==> config.mk <==
export PLATFORM = sky130hd
export DESIGN_NAME = adsr_envelope_generator_unit
export DESIGN_NICKNAME = d
export VERILOG_FILES = /design/src/hw/rtl/adsr_pkg.sv /design/src/hw/rtl/adsr_seq.sv /design/src/hw/rtl/adsr_envelope_generator_unit.sv
export SDC_FILE = /design/constraint.sdc
export NUM_CORES = 1
export LEC_CHECK = 0
export BUFFER_PORTS_ARGS = -buffer_cell sky130_fd_sc_hd__buf_2
export CAP_MARGIN = 20
export CORE_MARGIN = 2
export CORE_UTILIZATION = 47
export CTS_CLUSTER_SIZE = 8
export DETAILED_ROUTE_END_ITERATION = 8
export PLACE_DENSITY_LB_ADDON = 0.1
export SYNTH_ARGS = -nofsm -noshare
export SYNTH_HDL_FRONTEND = slang
export SYNTH_SLANG_ARGS = --single-unit
==> constraint.sdc <==
create_clock -name clk_i -period 6.4 [get_ports clk_i]
set_clock_uncertainty 0.2 [all_clocks]
set_input_delay 1.28 -clock clk_i [delete_from_list [all_inputs] [get_ports clk_i]]
set_output_delay 1.28 -clock clk_i [all_outputs]
set_load 0.02 [all_outputs]
==> src/hw/rtl/adsr_pkg.sv <==
package adsr_pkg;

  // Fixed field widths
  localparam int unsigned KIND_W  = 2;
  localparam int unsigned DELTA_W = 16;
  localparam int unsigned STEP_W  = 4;

  // Item kinds
  typedef enum logic [KIND_W-1:0] {
    KIND_TICK     = 2'd0,
    KIND_GATE_ON  = 2'd1,
    KIND_GATE_OFF = 2'd2
  } kind_e;

  // Envelope phases
  typedef enum logic [2:0] {
    PH_IDLE    = 3'd0,
    PH_ATTACK  = 3'd1,
    PH_DECAY   = 3'd2,
    PH_SUSTAIN = 3'd3,
    PH_RELEASE = 3'd4
  } phase_e;

  // Configuration register indexes
  typedef enum logic [1:0] {
    CFG_ATTACK  = 2'd0,
    CFG_DECAY   = 2'd1,
    CFG_SUSTAIN = 2'd2,
    CFG_RELEASE = 2'd3
  } cfg_reg_e;

  // Datapath operations, one per microcode step
  typedef enum logic [3:0] {
    OP_NOP    = 4'd0,
    OP_LOAD   = 4'd1,
    OP_ADD    = 4'd2,
    OP_ATK    = 4'd3,
    OP_DEC    = 4'd4,
    OP_SUS    = 4'd5,
    OP_REL    = 4'd6,
    OP_CLR    = 4'd7,
    OP_GATE   = 4'd8,
    OP_DSET_T = 4'd9,
    OP_DSET_R = 4'd10,
    OP_DIV    = 4'd11,
    OP_DFIN   = 4'd12,
    OP_EMIT   = 4'd13
  } op_e;

  // Jump conditions
  typedef enum logic [3:0] {
    C_NEVER    = 4'd0,
    C_ALWAYS   = 4'd1,
    C_NO_INPUT = 4'd2,
    C_NOT_TICK = 4'd3,
    C_ATK_DIV  = 4'd4,
    C_DEC_DIV  = 4'd5,
    C_SUSTAIN  = 4'd6,
    C_REL_DIV  = 4'd7,
    C_DIV_BUSY = 4'd8,
    C_OUT_FREE = 4'd9
  } cond_e;

  typedef struct packed {
    op_e               op;
    cond_e             cond;
    logic [STEP_W-1:0] target;
  } uword_t;

  // Status flags from the datapath to the sequencer
  typedef struct packed {
    logic in_valid;
    logic not_tick;
    logic atk_div;
    logic dec_div;
    logic sustain;
    logic rel_div;
    logic div_busy;
    logic out_free;
  } adsr_stat_t;

  // Step addresses
  localparam logic [STEP_W-1:0] S_FETCH  = 4'd0;
  localparam logic [STEP_W-1:0] S_GATE   = 4'd8;
  localparam logic [STEP_W-1:0] S_DSET_T = 4'd9;
  localparam logic [STEP_W-1:0] S_DIV    = 4'd11;
  localparam logic [STEP_W-1:0] S_EMIT   = 4'd13;
  localparam logic [STEP_W-1:0] S_DSET_R = 4'd10;

  // Microcode ROM: jump to target when cond holds, else fall through
  function automatic uword_t adsr_rom(input logic [STEP_W-1:0] step);
    uword_t w;
    unique case (step)
      4'd0:    w = '{OP_LOAD,   C_NO_INPUT, S_FETCH};
      4'd1:    w = '{OP_ADD,    C_NOT_TICK, S_GATE};
      4'd2:    w = '{OP_ATK,    C_ATK_DIV,  S_DSET_T};
      4'd3:    w = '{OP_ADD,    C_NEVER,    S_FETCH};
      4'd4:    w = '{OP_DEC,    C_DEC_DIV,  S_DSET_T};
      4'd5:    w = '{OP_SUS,    C_SUSTAIN,  S_EMIT};
      4'd6:    w = '{OP_REL,    C_REL_DIV,  S_DSET_R};
      4'd7:    w = '{OP_CLR,    C_ALWAYS,   S_EMIT};
      4'd8:    w = '{OP_GATE,   C_ALWAYS,   S_EMIT};
      4'd9:    w = '{OP_DSET_T, C_ALWAYS,   S_DIV};
      4'd10:   w = '{OP_DSET_R, C_NEVER,    S_FETCH};
      4'd11:   w = '{OP_DIV,    C_DIV_BUSY, S_DIV};
      4'd12:   w = '{OP_DFIN,   C_ALWAYS,   S_EMIT};
      4'd13:   w = '{OP_EMIT,   C_OUT_FREE, S_FETCH};
      4'd14:   w = '{OP_NOP,    C_ALWAYS,   S_EMIT};
      default: w = '{OP_NOP,    C_ALWAYS,   S_FETCH};
    endcase
    return w;
  endfunction

endpackage

==> src/hw/rtl/adsr_seq.sv <==
module adsr_seq
  import adsr_pkg::*;
(
  input  logic       clk_i,
  input  logic       rst_ni,
  input  adsr_stat_t stat_i,
  output op_e        op_o
);

  logic [STEP_W-1:0] pc_q, pc_d;
  uword_t            uw;
  logic              taken;

  // Control word fetch
  assign uw   = adsr_rom(pc_q);
  assign op_o = uw.op;

  // Condition select
  always_comb begin
    unique case (uw.cond)
      C_NEVER:    taken = 1'b0;
      C_ALWAYS:   taken = 1'b1;
      C_NO_INPUT: taken = !stat_i.in_valid;
      C_NOT_TICK: taken = stat_i.not_tick;
      C_ATK_DIV:  taken = stat_i.atk_div;
      C_DEC_DIV:  taken = stat_i.dec_div;
      C_SUSTAIN:  taken = stat_i.sustain;
      C_REL_DIV:  taken = stat_i.rel_div;
      C_DIV_BUSY: taken = stat_i.div_busy;
      C_OUT_FREE: taken = stat_i.out_free;
      default:    taken = 1'b0;
    endcase
  end

  // Next step
  assign pc_d = taken ? uw.target : pc_q + STEP_W'(1);

  always_ff @(posedge clk_i or negedge rst_ni) begin
    if (!rst_ni) begin
      pc_q <= S_FETCH;
    end else begin
      pc_q <= pc_d;
    end
  end

endmodule

==> src/hw/rtl/adsr_envelope_generator_unit.sv <==
// Channel  | Handshake               | Payload
// ---------+-------------------------+--------------------------------------
// in       | in_valid_i/in_stall_o   | kind_i, delta_t_i
// out      | out_valid_o/out_stall_i | level_o, active_o
// cfg      | cfg_we_i                | cfg_index_i, cfg_data_i
//
// Gate events, sustain ticks and ticks that divide take different step paths;
// the divide path is the longest, as the restoring divider retires one
// quotient bit per step.
// Reset sets the envelope idle and the configuration registers to defaults.
// A finished word waits in the output register; the next input word is taken
// meanwhile, and only the emit step waits for out_stall_i to drop.
module adsr_envelope_generator_unit
  import adsr_pkg::*;
#(
  parameter int unsigned TIME_WIDTH      = 24,
  parameter int unsigned LEVEL_FRAC_BITS = 15,
  localparam int unsigned LW   = LEVEL_FRAC_BITS + 1,
  localparam int unsigned CFGW = (TIME_WIDTH > LW) ? TIME_WIDTH : LW
) (
  input  logic                 clk_i,
  input  logic                 rst_ni,
  input  logic                 in_valid_i,
  output logic                 in_stall_o,
  input  logic [KIND_W-1:0]    kind_i,
  input  logic [DELTA_W-1:0]   delta_t_i,
  output logic                 out_valid_o,
  input  logic                 out_stall_i,
  output logic [LW-1:0]        level_o,
  output logic                 active_o,
  input  logic                 cfg_we_i,
  input  logic [1:0]           cfg_index_i,
  input  logic [CFGW-1:0]      cfg_data_i
);

  localparam int unsigned TW   = TIME_WIDTH;
  localparam int unsigned QB   = LW;
  localparam int unsigned DVW  = (TW + 1 > DELTA_W) ? TW + 1 : DELTA_W;
  localparam int unsigned CNTW = $clog2(QB + 1);
  localparam logic [LW-1:0] FULL = {1'b1, {LEVEL_FRAC_BITS{1'b0}}};

  // Configuration registers
  logic [TW-1:0] atk_q, dec_q, rel_q;
  logic [LW-1:0] sus_q;

  // Envelope state and item
  phase_e             phase_q, phase_d;
  logic [TW:0]        ptime_q, ptime_d;
  logic [LW-1:0]      level_q, level_d;
  kind_e              kind_q, kind_d;
  logic [DELTA_W-1:0] dt_q, dt_d;
  logic [TW:0]        sum_q, sum_d;

  // Divider
  logic [TW-1:0]   dvs_q, dvs_d, rem_q, rem_d;
  logic [QB-1:0]   low_q, low_d;
  logic            ovf_q, ovf_d;
  logic [CNTW-1:0] cnt_q, cnt_d;

  // Output register
  logic          out_valid_q, out_valid_d;
  logic [LW-1:0] out_level_q, out_level_d;
  logic          out_active_q, out_active_d;

  op_e        op;
  adsr_stat_t stat;

  logic [DVW:0]    sum_full;
  logic [LW-1:0]   sus_lim;
  logic            atk_end, dec_end, rel_end;
  logic [DVW-1:0]  num;
  logic [TW-1:0]   dvs_sel;
  logic [TW:0]     r2, diff;
  logic            ge;
  logic [LW-1:0]   dec_v;

  adsr_seq u_seq (
    .clk_i  (clk_i),
    .rst_ni (rst_ni),
    .stat_i (stat),
    .op_o   (op)
  );

  // Saturating time sum
  assign sum_full = (DVW + 1)'(ptime_q) + (DVW + 1)'(dt_q);
  always_comb begin
    if (sum_full > (DVW + 1)'({(TW + 1){1'b1}})) begin
      sum_d = {(TW + 1){1'b1}};
    end else begin
      sum_d = sum_full[TW:0];
    end
  end

  assign sus_lim = (sus_q > FULL) ? FULL : sus_q;

  // Phase end tests
  assign atk_end = (atk_q == '0) || (sum_q > {1'b0, atk_q});
  assign dec_end = (dec_q == '0) || (sum_q > {1'b0, dec_q});
  assign rel_end = (rel_q == '0) || (sum_q > {1'b0, rel_q});

  // Status to the sequencer
  always_comb begin
    stat.in_valid = in_valid_i;
    stat.not_tick = (kind_q != KIND_TICK);
    stat.atk_div  = (phase_q == PH_ATTACK) && !atk_end;
    stat.dec_div  = (phase_q == PH_DECAY) && !dec_end;
    stat.sustain  = (phase_q == PH_SUSTAIN);
    stat.rel_div  = (phase_q == PH_RELEASE) && !rel_end;
    stat.div_busy = (cnt_q != CNTW'(1));
    stat.out_free = !out_valid_q || !out_stall_i;
  end

  // Divider setup operands and one restoring step
  assign num     = (op == OP_DSET_R) ? DVW'(dt_q) : DVW'(sum_q);
  assign dvs_sel = (op == OP_DSET_R) ? rel_q : ((phase_q == PH_ATTACK) ? atk_q : dec_q);
  assign r2      = {rem_q, low_q[QB-1]};
  assign diff    = r2 - {1'b0, dvs_q};
  assign ge      = (r2 >= {1'b0, dvs_q});
  assign dec_v   = FULL - low_q;

  // Datapath operations
  always_comb begin
    phase_d      = phase_q;
    ptime_d      = ptime_q;
    level_d      = level_q;
    kind_d       = kind_q;
    dt_d         = dt_q;
    dvs_d        = dvs_q;
    rem_d        = rem_q;
    low_d        = low_q;
    ovf_d        = ovf_q;
    cnt_d        = cnt_q;
    out_valid_d  = out_valid_q && out_stall_i;
    out_level_d  = out_level_q;
    out_active_d = out_active_q;
    unique case (op)
      OP_LOAD: begin
        kind_d = kind_e'(kind_i);
        dt_d   = delta_t_i;
      end
      OP_ATK: begin
        if (phase_q == PH_ATTACK && atk_end) begin
          ptime_d = sum_q - {1'b0, atk_q};
          phase_d = PH_DECAY;
          dt_d    = '0;
        end
      end
      OP_DEC: begin
        if (phase_q == PH_DECAY && dec_end) begin
          ptime_d = sum_q - {1'b0, dec_q};
          phase_d = PH_SUSTAIN;
        end
      end
      OP_SUS: begin
        if (phase_q == PH_SUSTAIN) begin
          level_d = sus_lim;
        end
      end
      OP_REL: begin
        if (phase_q == PH_RELEASE && rel_end) begin
          level_d = '0;
          phase_d = PH_IDLE;
        end
      end
      OP_CLR: begin
        level_d = '0;
      end
      OP_GATE: begin
        unique case (kind_q)
          KIND_GATE_ON: begin
            ptime_d = '0;
            level_d = '0;
            phase_d = PH_ATTACK;
          end
          KIND_GATE_OFF: begin
            ptime_d = '0;
            if (phase_q != PH_IDLE) begin
              phase_d = PH_RELEASE;
            end
          end
          default: ;
        endcase
      end
      OP_DSET_T, OP_DSET_R: begin
        if (op == OP_DSET_T) begin
          ptime_d = sum_q;
        end
        dvs_d = dvs_sel;
        ovf_d = (num[DVW-1:1] >= (DVW - 1)'(dvs_sel));
        rem_d = num[TW:1];
        low_d = {num[0], {LEVEL_FRAC_BITS{1'b0}}};
        cnt_d = CNTW'(QB);
      end
      OP_DIV: begin
        rem_d = ge ? diff[TW-1:0] : r2[TW-1:0];
        low_d = {low_q[QB-2:0], ge};
        cnt_d = cnt_q - CNTW'(1);
      end
      OP_DFIN: begin
        unique case (phase_q)
          PH_ATTACK: level_d = low_q;
          PH_DECAY: begin
            if (dec_v < sus_lim) begin
              phase_d = PH_SUSTAIN;
              level_d = sus_lim;
            end else begin
              level_d = dec_v;
            end
          end
          PH_RELEASE: begin
            if (ovf_q || (level_q < low_q)) begin
              level_d = '0;
              phase_d = PH_IDLE;
            end else begin
              ptime_d = sum_q;
              level_d = level_q - low_q;
            end
          end
          default: ;
        endcase
      end
      OP_EMIT: begin
        if (stat.out_free) begin
          out_valid_d  = 1'b1;
          out_level_d  = level_q;
          out_active_d = (phase_q != PH_IDLE);
        end
      end
      default: ;
    endcase
  end

  // Control and envelope state
  always_ff @(posedge clk_i or negedge rst_ni) begin
    if (!rst_ni) begin
      phase_q     <= PH_IDLE;
      ptime_q     <= '0;
      level_q     <= '0;
      cnt_q       <= '0;
      out_valid_q <= 1'b0;
      atk_q       <= '0;
      dec_q       <= '0;
      rel_q       <= '0;
      sus_q       <= FULL;
    end else begin
      phase_q     <= phase_d;
      ptime_q     <= ptime_d;
      level_q     <= level_d;
      cnt_q       <= cnt_d;
      out_valid_q <= out_valid_d;
      if (cfg_we_i) begin
        unique case (cfg_reg_e'(cfg_index_i))
          CFG_ATTACK:  atk_q <= cfg_data_i[TW-1:0];
          CFG_DECAY:   dec_q <= cfg_data_i[TW-1:0];
          CFG_SUSTAIN: sus_q <= cfg_data_i[LW-1:0];
          CFG_RELEASE: rel_q <= cfg_data_i[TW-1:0];
          default: ;
        endcase
      end
    end
  end

  // Payload registers
  always_ff @(posedge clk_i) begin
    kind_q       <= kind_d;
    dt_q         <= dt_d;
    if (op == OP_ADD) begin
      sum_q <= sum_d;
    end
    dvs_q        <= dvs_d;
    rem_q        <= rem_d;
    low_q        <= low_d;
    ovf_q        <= ovf_d;
    out_level_q  <= out_level_d;
    out_active_q <= out_active_d;
  end

  assign in_stall_o  = (op != OP_LOAD);
  assign out_valid_o = out_valid_q;
  assign level_o     = out_level_q;
  assign active_o    = out_active_q;

endmodule
# [Word level (Yosys, flattened, before mapping)]
# Memory sizes are Yosys's and may differ from the RTL's.
# Index checks and enable logic that the tools add are counted.
[classes] n_addsub=8 order_cmp=9 n_eq_ne=48 mux=37 n_reduce_logical=40
[ops] op="$mux W25" count=7
[ops] op="$pmux W25 S5" count=1
[ops] op="$mux W16" count=7
[ops] op="$pmux W16 S5" count=1
[ops] op="$gt A25 B24 Y1" count=3
[ops] op="$logic_not A24 Y1" count=3
[ops] op="$mux W24" count=3
[ops] op="$pmux W16 S2" count=2
[ops] op="$sub A25 B24 Y25" count=2
[ops] op="$pmux W16 S3" count=1
[ops] op="$pmux W24 S2" count=1
[ops] op="$eq A4 B3 Y1 const B" count=8
[ops] op="$eq A4 B4 Y1 const B" count=8
[ops] op="$lt A16 B16 Y1" count=2
[ops] op="$add A25 B16 Y26" count=1
[ops] op="$gt A26 B25 Y1 const B" count=1
[ops] op="$ge A25 B24 Y1" count=1
[ops] op="$ge A24 B24 Y1" count=1
[ops] op="$sub A24 B24 Y24" count=1
[ops] op="$mux W3" count=6
[ops] op="$eq A4 B2 Y1 const B" count=4
[ops] op="$gt A16 B16 Y1 const B" count=1
[ops] op="$sub A16 B16 Y16" count=1
[ops] op="$sub A16 B16 Y16 const A" count=1
[ops] op="33 further kinds" count=75
[word_totals] ff_bits=267 rom_bits=192 input_bits=49 word_cells=162 mem_count=1
[memory_table] name="(no name shown)" words=16 word_bits=12 read_ports=1 rd_ports_with_merged_regs=0 wr=0 line_no="adsr_pkg.sv:93" rtl="unique case (step)"

# [Logic depth before layout (Yosys ltp)]
[logic_depth] word_depth=6 ltp_mapped=18 ltp_nobuf=16

# [Cells and area by module]
# From an unflattened synthesis, not the netlist that was laid out.
[unflattened] cells_unflattened=2227 hier_area_um2=20069.2
[by_module_without_submodules] module="adsr_envelope_generator_unit" instances=1 cells_each=2151 area_per_inst_um2=19452.4 seq_area_each_um2=7208.2
[by_module_without_submodules] module="adsr_seq" instances=1 cells_each=76 area_per_inst_um2=616.8 seq_area_each_um2=100.1

# [Least setup slack after synthesis]
# Ideal clock, no wire load.
[synth_timing] path_type="reg-to-reg" startpoint="register u_seq.pc_q[0]" endpoint="register sum_q[0], enable pin" setup_time_ns=0.470 arrival_ns=3.775 required_time_ns=5.730 path_slack_ns=1.955 path_stages_with_launch=7 synth_period_minus_slack_ns=4.445 path_cell_list="dfrtp_1 -> clkbuf_1 -> inv_1 -> ha_1 -> nor2_1 -> o21ai_1 -> nor4_1"
[synth_via] elab_chain_cells=2
[synth_lines] element="from (decl)" line_no="adsr_seq.sv:10" rtl="logic [STEP_W-1:0] pc_q, pc_d;"
[synth_lines] element="from (signal assigned)" line_no="adsr_seq.sv:42" rtl="pc_q <= pc_d;"
[synth_lines] element="$mem_v2 Z16 W12"
[synth_lines] element="$eq A4 B2 Y1" line_no="adsr_envelope_generator_unit.sv:267" rtl="if (op == OP_ADD) begin"
[synth_lines] element="to (signal assigned)" line_no="adsr_envelope_generator_unit.sv:268" rtl="sum_q <= sum_d;"
[synth_lines] element="to (decl)" line_no="adsr_envelope_generator_unit.sv:52" rtl="logic [TW:0] sum_q, sum_d;"
# No other way between the ends.
# A chain may end at the register's enable or synchronous reset.

# [Worst setup path after layout]
[layout_timing] startpoint="register u_seq.pc_q[1]" endpoint="register ovf_q, data pin"
[layout_via] elab_chain_cells=4 word_cells_on_any_way=5 classes_between="order compare: 1; eq/ne: 1; mux: 2; memory: 1"
[layout_lines] element="$mem_v2 Z16 W12"
[layout_lines] element="$eq A4 B4 Y1" line_no="adsr_envelope_generator_unit.sv:115" rtl="assign dvs_sel = (op == OP_DSET_R) ? rel_q : ((phase_q == PH_ATTACK) ? atk_q : dec_q);"
[layout_lines] element="$mux W24" line_no="adsr_envelope_generator_unit.sv:115"
[layout_lines] element="via dvs_sel[1]" line_no="adsr_envelope_generator_unit.sv:72" rtl="logic [TW-1:0] dvs_sel;"
[layout_lines] element="$ge A24 B24 Y1" line_no="adsr_envelope_generator_unit.sv:189" rtl="ovf_d = (num[DVW-1:1] >= (DVW - 1)'(dvs_sel));"
[layout_lines] element="to (signal assigned)" line_no="adsr_envelope_generator_unit.sv:273" rtl="ovf_q <= ovf_d;"
[layout_lines] element="to (decl)" line_no="adsr_envelope_generator_unit.sv:57" rtl="logic ovf_q, ovf_d;"
# The timed path passes the listed nets, and every way through them passes these cells.

==> summary.md <==
| Metric | Value |
|---|---|
| Status | finished, final reports clean |
| All-Layer GR Usage | 29.6% |
| Worst Path Max Fanout | 36 |
| Most common cell after layout, fill and taps aside | nand2_1 |
| Worst min path class | reg2reg |
| Core area | 0.0419 sq mm |
| Syn avg cell area | 9.05 sq um |
| Hold Vio Cnt, Final | 0 |
| First-pass GRT wire length | approximately 99000 um |
| Final worst slack | 1.63 ns |
| Vias | 17000 |
| Rows | 75 |
| Antenna Cells | 0 |
| Worst-Skew Late Latency | about 0.56 ns |
| PwrDens | 610 mW/mm^2 |
| Initial antenna violation count | 0 |
| Post-cts sizing count | 0 |
| Most frequent cells in the layout | 208 x nand2_1, 194 x inv_1, 179 x ha_1 |
| TritonCTS Buffers | 40 |
| DRC Markers | 0 |
| Most frequent CP cell | a21o_1 |
| Ys Warns | 0 |
| WL/cell | around 23 um |
| Minimum clock period | roughly 4.8 ns |
| Clk sinks | ~270 |
| Synth area leader | edfxtp_1 |
| Met1 Resource Use GR | between 30% and 40% |
| R2r endpoint | ovf_q$_DFFE_PP_ |
| Arr. time, crit path | ~5 ns |
| Crit. End Element | flop |
| Top FF cell, synth | dfrtp_1 |
| Internal power | 7.05 mW |
| Sequential cell area fraction in the yosys report | 36.7% |
| Period utilisation layout | 74.6% |
| Slew HR | 29.6% |
| DRT Pass-1 Iters | 5 |
| Number of nets in the layout | around 2500 |
| Final Power | ~13 mW |
| Wirelength, routed | ~65000 um |
| Fmax | approximately 210 MHz |
| Layout area overhead | 10.5% |
| R2R setup slack | 1.63 ns |
| Setup violators final | 0 |
| Dpl cell area | approximately 0.021 sq mm |
| Fill cell count | 3935 |
| RSZ-0062 raised after global routing | no |
| Critical Path Max Stage Delay | 0.64 ns |
| Initial Util | 47.6% |
| Vias in the first global route | ~17000 |
| Register area | between 0.007 and 0.008 sq mm |
| Slowest cell on the critical path | dfrtp_1 |
| Flops & latches, synth | roughly 270 |
| Largest net degree at the start of global routing | 85 |
| TritonCTS clock tree | done |
| Design area | approximately 0.022 sq mm |
| Area taken by multi-input logic gates | around 0.012 sq mm |
| Die footprint | between 0.04 and 0.05 sq mm |
| Post-synth EDFFs | roughly 130 |
| Pre-CTS WS | 1.71 ns |
| Setup TNS | 0 ns |
| Total leakage power | around 9.7 nW |
| Die Span Y | between 200 and 250 um |
| CP Data Required Time | approximately 6.5 ns |
| Number of hold-repair buffers added at the cts stage | 0 |
| Synth cell types | between 80 and 90 |
| Net Sw Frac | 47.6% |
| Sequential Power Share | ~25% |
| Nature of the critical path startpoint | flop |
| Cell count after synthesis | 2202 |
| Initial DRC count | about 1500 |
| Vias per inst | roughly 6.0 |
| Reg-to-reg critical path startpoint | u_seq.pc_q[1]$_DFF_PN0_ |
| Synth top area cells | edfxtp_1 19%, dfrtp_1 18%, ha_1 11%, mux2_2 4.5%, a21oi_1 4.1% |
| Least-Margin Pin Slew | 1.05 ns |
| Async set-reset flop share out of synthesis | a little over half |
| Max Slew Vio Count | 0 |
| Bufs on Longest Clock Path | 3 |
| Post-route ant nets | 0 |
| HPWL Detailed | between 40000 and 50000 um |
| Max cap viols | 0 |
| Gp weighted congestion | roughly 1 |
| CTS H-tree depth | 2 |
| Clk root buf | clkbuf_16 |
| GRT Max-Usage Layer | met2 |
| Crit path cell chain | inv_2 -> nor2_1 -> nand2_1 -> nor2_4 -> buf_4 -> nand2_1 -> o21ai_0 -> inv_1 -> ha_1 -> a21o_1 -> a21o_1 -> a21o_1 -> a21o_1 -> a2111oi_0 -> o21ai_0 -> a31oi_1 -> o21ai_0 |
| P_sw | around 6.4 mW |
| Fraction of layout cells with a size suffix above 1 | 11.1% |
| Io pins | 68 |
| PortBufs | 67 |
| Hold Path Depth | 0 |
| VDD IR max | slightly above 0.0003 V |
| # Post-CTS Setup Buffers | 0 |
| Routing usage on met3 | under 10% |
| Power share of the combinational group | 60.8% |
| Synthesized cell area | around 0.020 sq mm |
| Clk network pwr share | around 15% |
| GR Util met2 | 47.5% |
| Syn_nets | around 2400 |
| Reg2Reg Depth | 17 |
| Total gr overflow | 0 |
| Hold_sp | level_q[8]$_DFFE_PN0P_ |
| Die X | 210 um |
| Hold Path End | level_o[8]$_DFFE_PP_ |
| Clock slew at reported path FFs | 0.05 ns |
| Kind of critical path | reg2reg |
| Top-area cell type share of the netlist area | about a fifth |
-- flip-flops by register name, summed over array words and instances, names as in the netlist, 24 cells and up --
signal,cells
atk_q,24
dec_q,24
dvs_q,24
ptime_q,25
rel_q,24
rem_q,24
sum_q,25
-- synth_stat cells (24+ instances only) --
cell      instances
a21oi_1         165
o21ai_0         118
nor4_1           27
nand2_1         208
nor2_1          173
dfrtp_1         141
edfxtp_1        125
nand4_1          27
nor2b_1          34
xnor2_1          56
inv_1           195
mux2i_1          37
o21a_1           40
nand3_1          39
ha_1            179
a21o_1           47
nor3_1           41
a31oi_1          24
mux2_2           79
clkbuf_1         71
xor2_1           41
nand2b_1         31
-- cells by family (layout without fill, tap and decap cells) --
kind of cell,after synthesis,in the layout,share of synthesized area (%)
fa+ha+maj,184,184,11.7
flops,267,267,36.7
compound gates,580,580,18.9
mux,127,127,6.96
xor+xnor,97,97,4.26
buf+inv,278,355,5.31
simple gates,669,669,16.1
-- critical path, delay by kind of cell (launching register included) --
kind	cells	cell delay, ns
AND/OR/NAND/NOR	4	1.01
AO/OA/AOI/OAI	9	1.67
buffers and inverters	3	0.71
adder cells (fa/ha/maj)	1	0.28
flip-flops	1	0.64
-- layer usage --
layer / vias up / share of wire, %
li1: 8086 / -
met1: 8234 / 44
met2: 571 / 45
met3: 155 / 5.8
met4: 0 / 4.8
met5: - / 0
-- stage by stage --
stage          util [%]  std cells  hold slack (ns)
6_report           52.6       2818            0.285
5_1_grt            52.6       2818            0.298
4_1_cts            52.6       2817            0.290
3_5_place_dp       49.9       2751            0.279
3_3_place_gp       49.9       2751            0.281
2_1_floorplan         -       2202            0.247
-- power groups by stage --
| stage | Sequential [mW] | Combinational, mW | Clock, mW |
|---|---|---|---|
| after global routing | 3.35 | 9.06 | 2.07 |
| final | 3.29 | 8.18 | 1.97 |
| after CTS | 3.28 | 8.11 | 2.01 |
| after global placement | 3.29 | 7.95 | 0 |
| after floorplan | 2.98 | 6.04 | 0 |
| after detailed placement | 3.30 | 8.05 | 0 |
-- final cells by class --
class                   instances  share of cell area (%)
inverters                     197                    3.36
repair buffers                 92                    2.44
clock buffers                  62                    4.96
multi-input cells            1657                    52.8
well taps                     539                    3.06
flip-flops and latches        267                    33.2
clock inverters                 4                   0.170
-- worst max-delay path by stage --
stage	cells after the start	end	start
3_5_place_dp	17	ovf_q$_DFFE_PP_	u_seq.pc_q[1]$_DFF_PN0_
2_1_floorplan	6	sum_q[0]$_SDFFCE_PN1N_	u_seq.pc_q[0]$_DFF_PN0_
5_1_grt	17	ovf_q$_DFFE_PP_	u_seq.pc_q[1]$_DFF_PN0_
3_3_place_gp	14	level_q[3]$_DFFE_PN0P_	sus_q[15]$_DFFE_PN1P_
4_1_cts	17	ovf_q$_DFFE_PP_	u_seq.pc_q[1]$_DFF_PN0_
6_report	17	ovf_q$_DFFE_PP_	u_seq.pc_q[1]$_DFF_PN0_
Power figures use the tool's default switching activity.
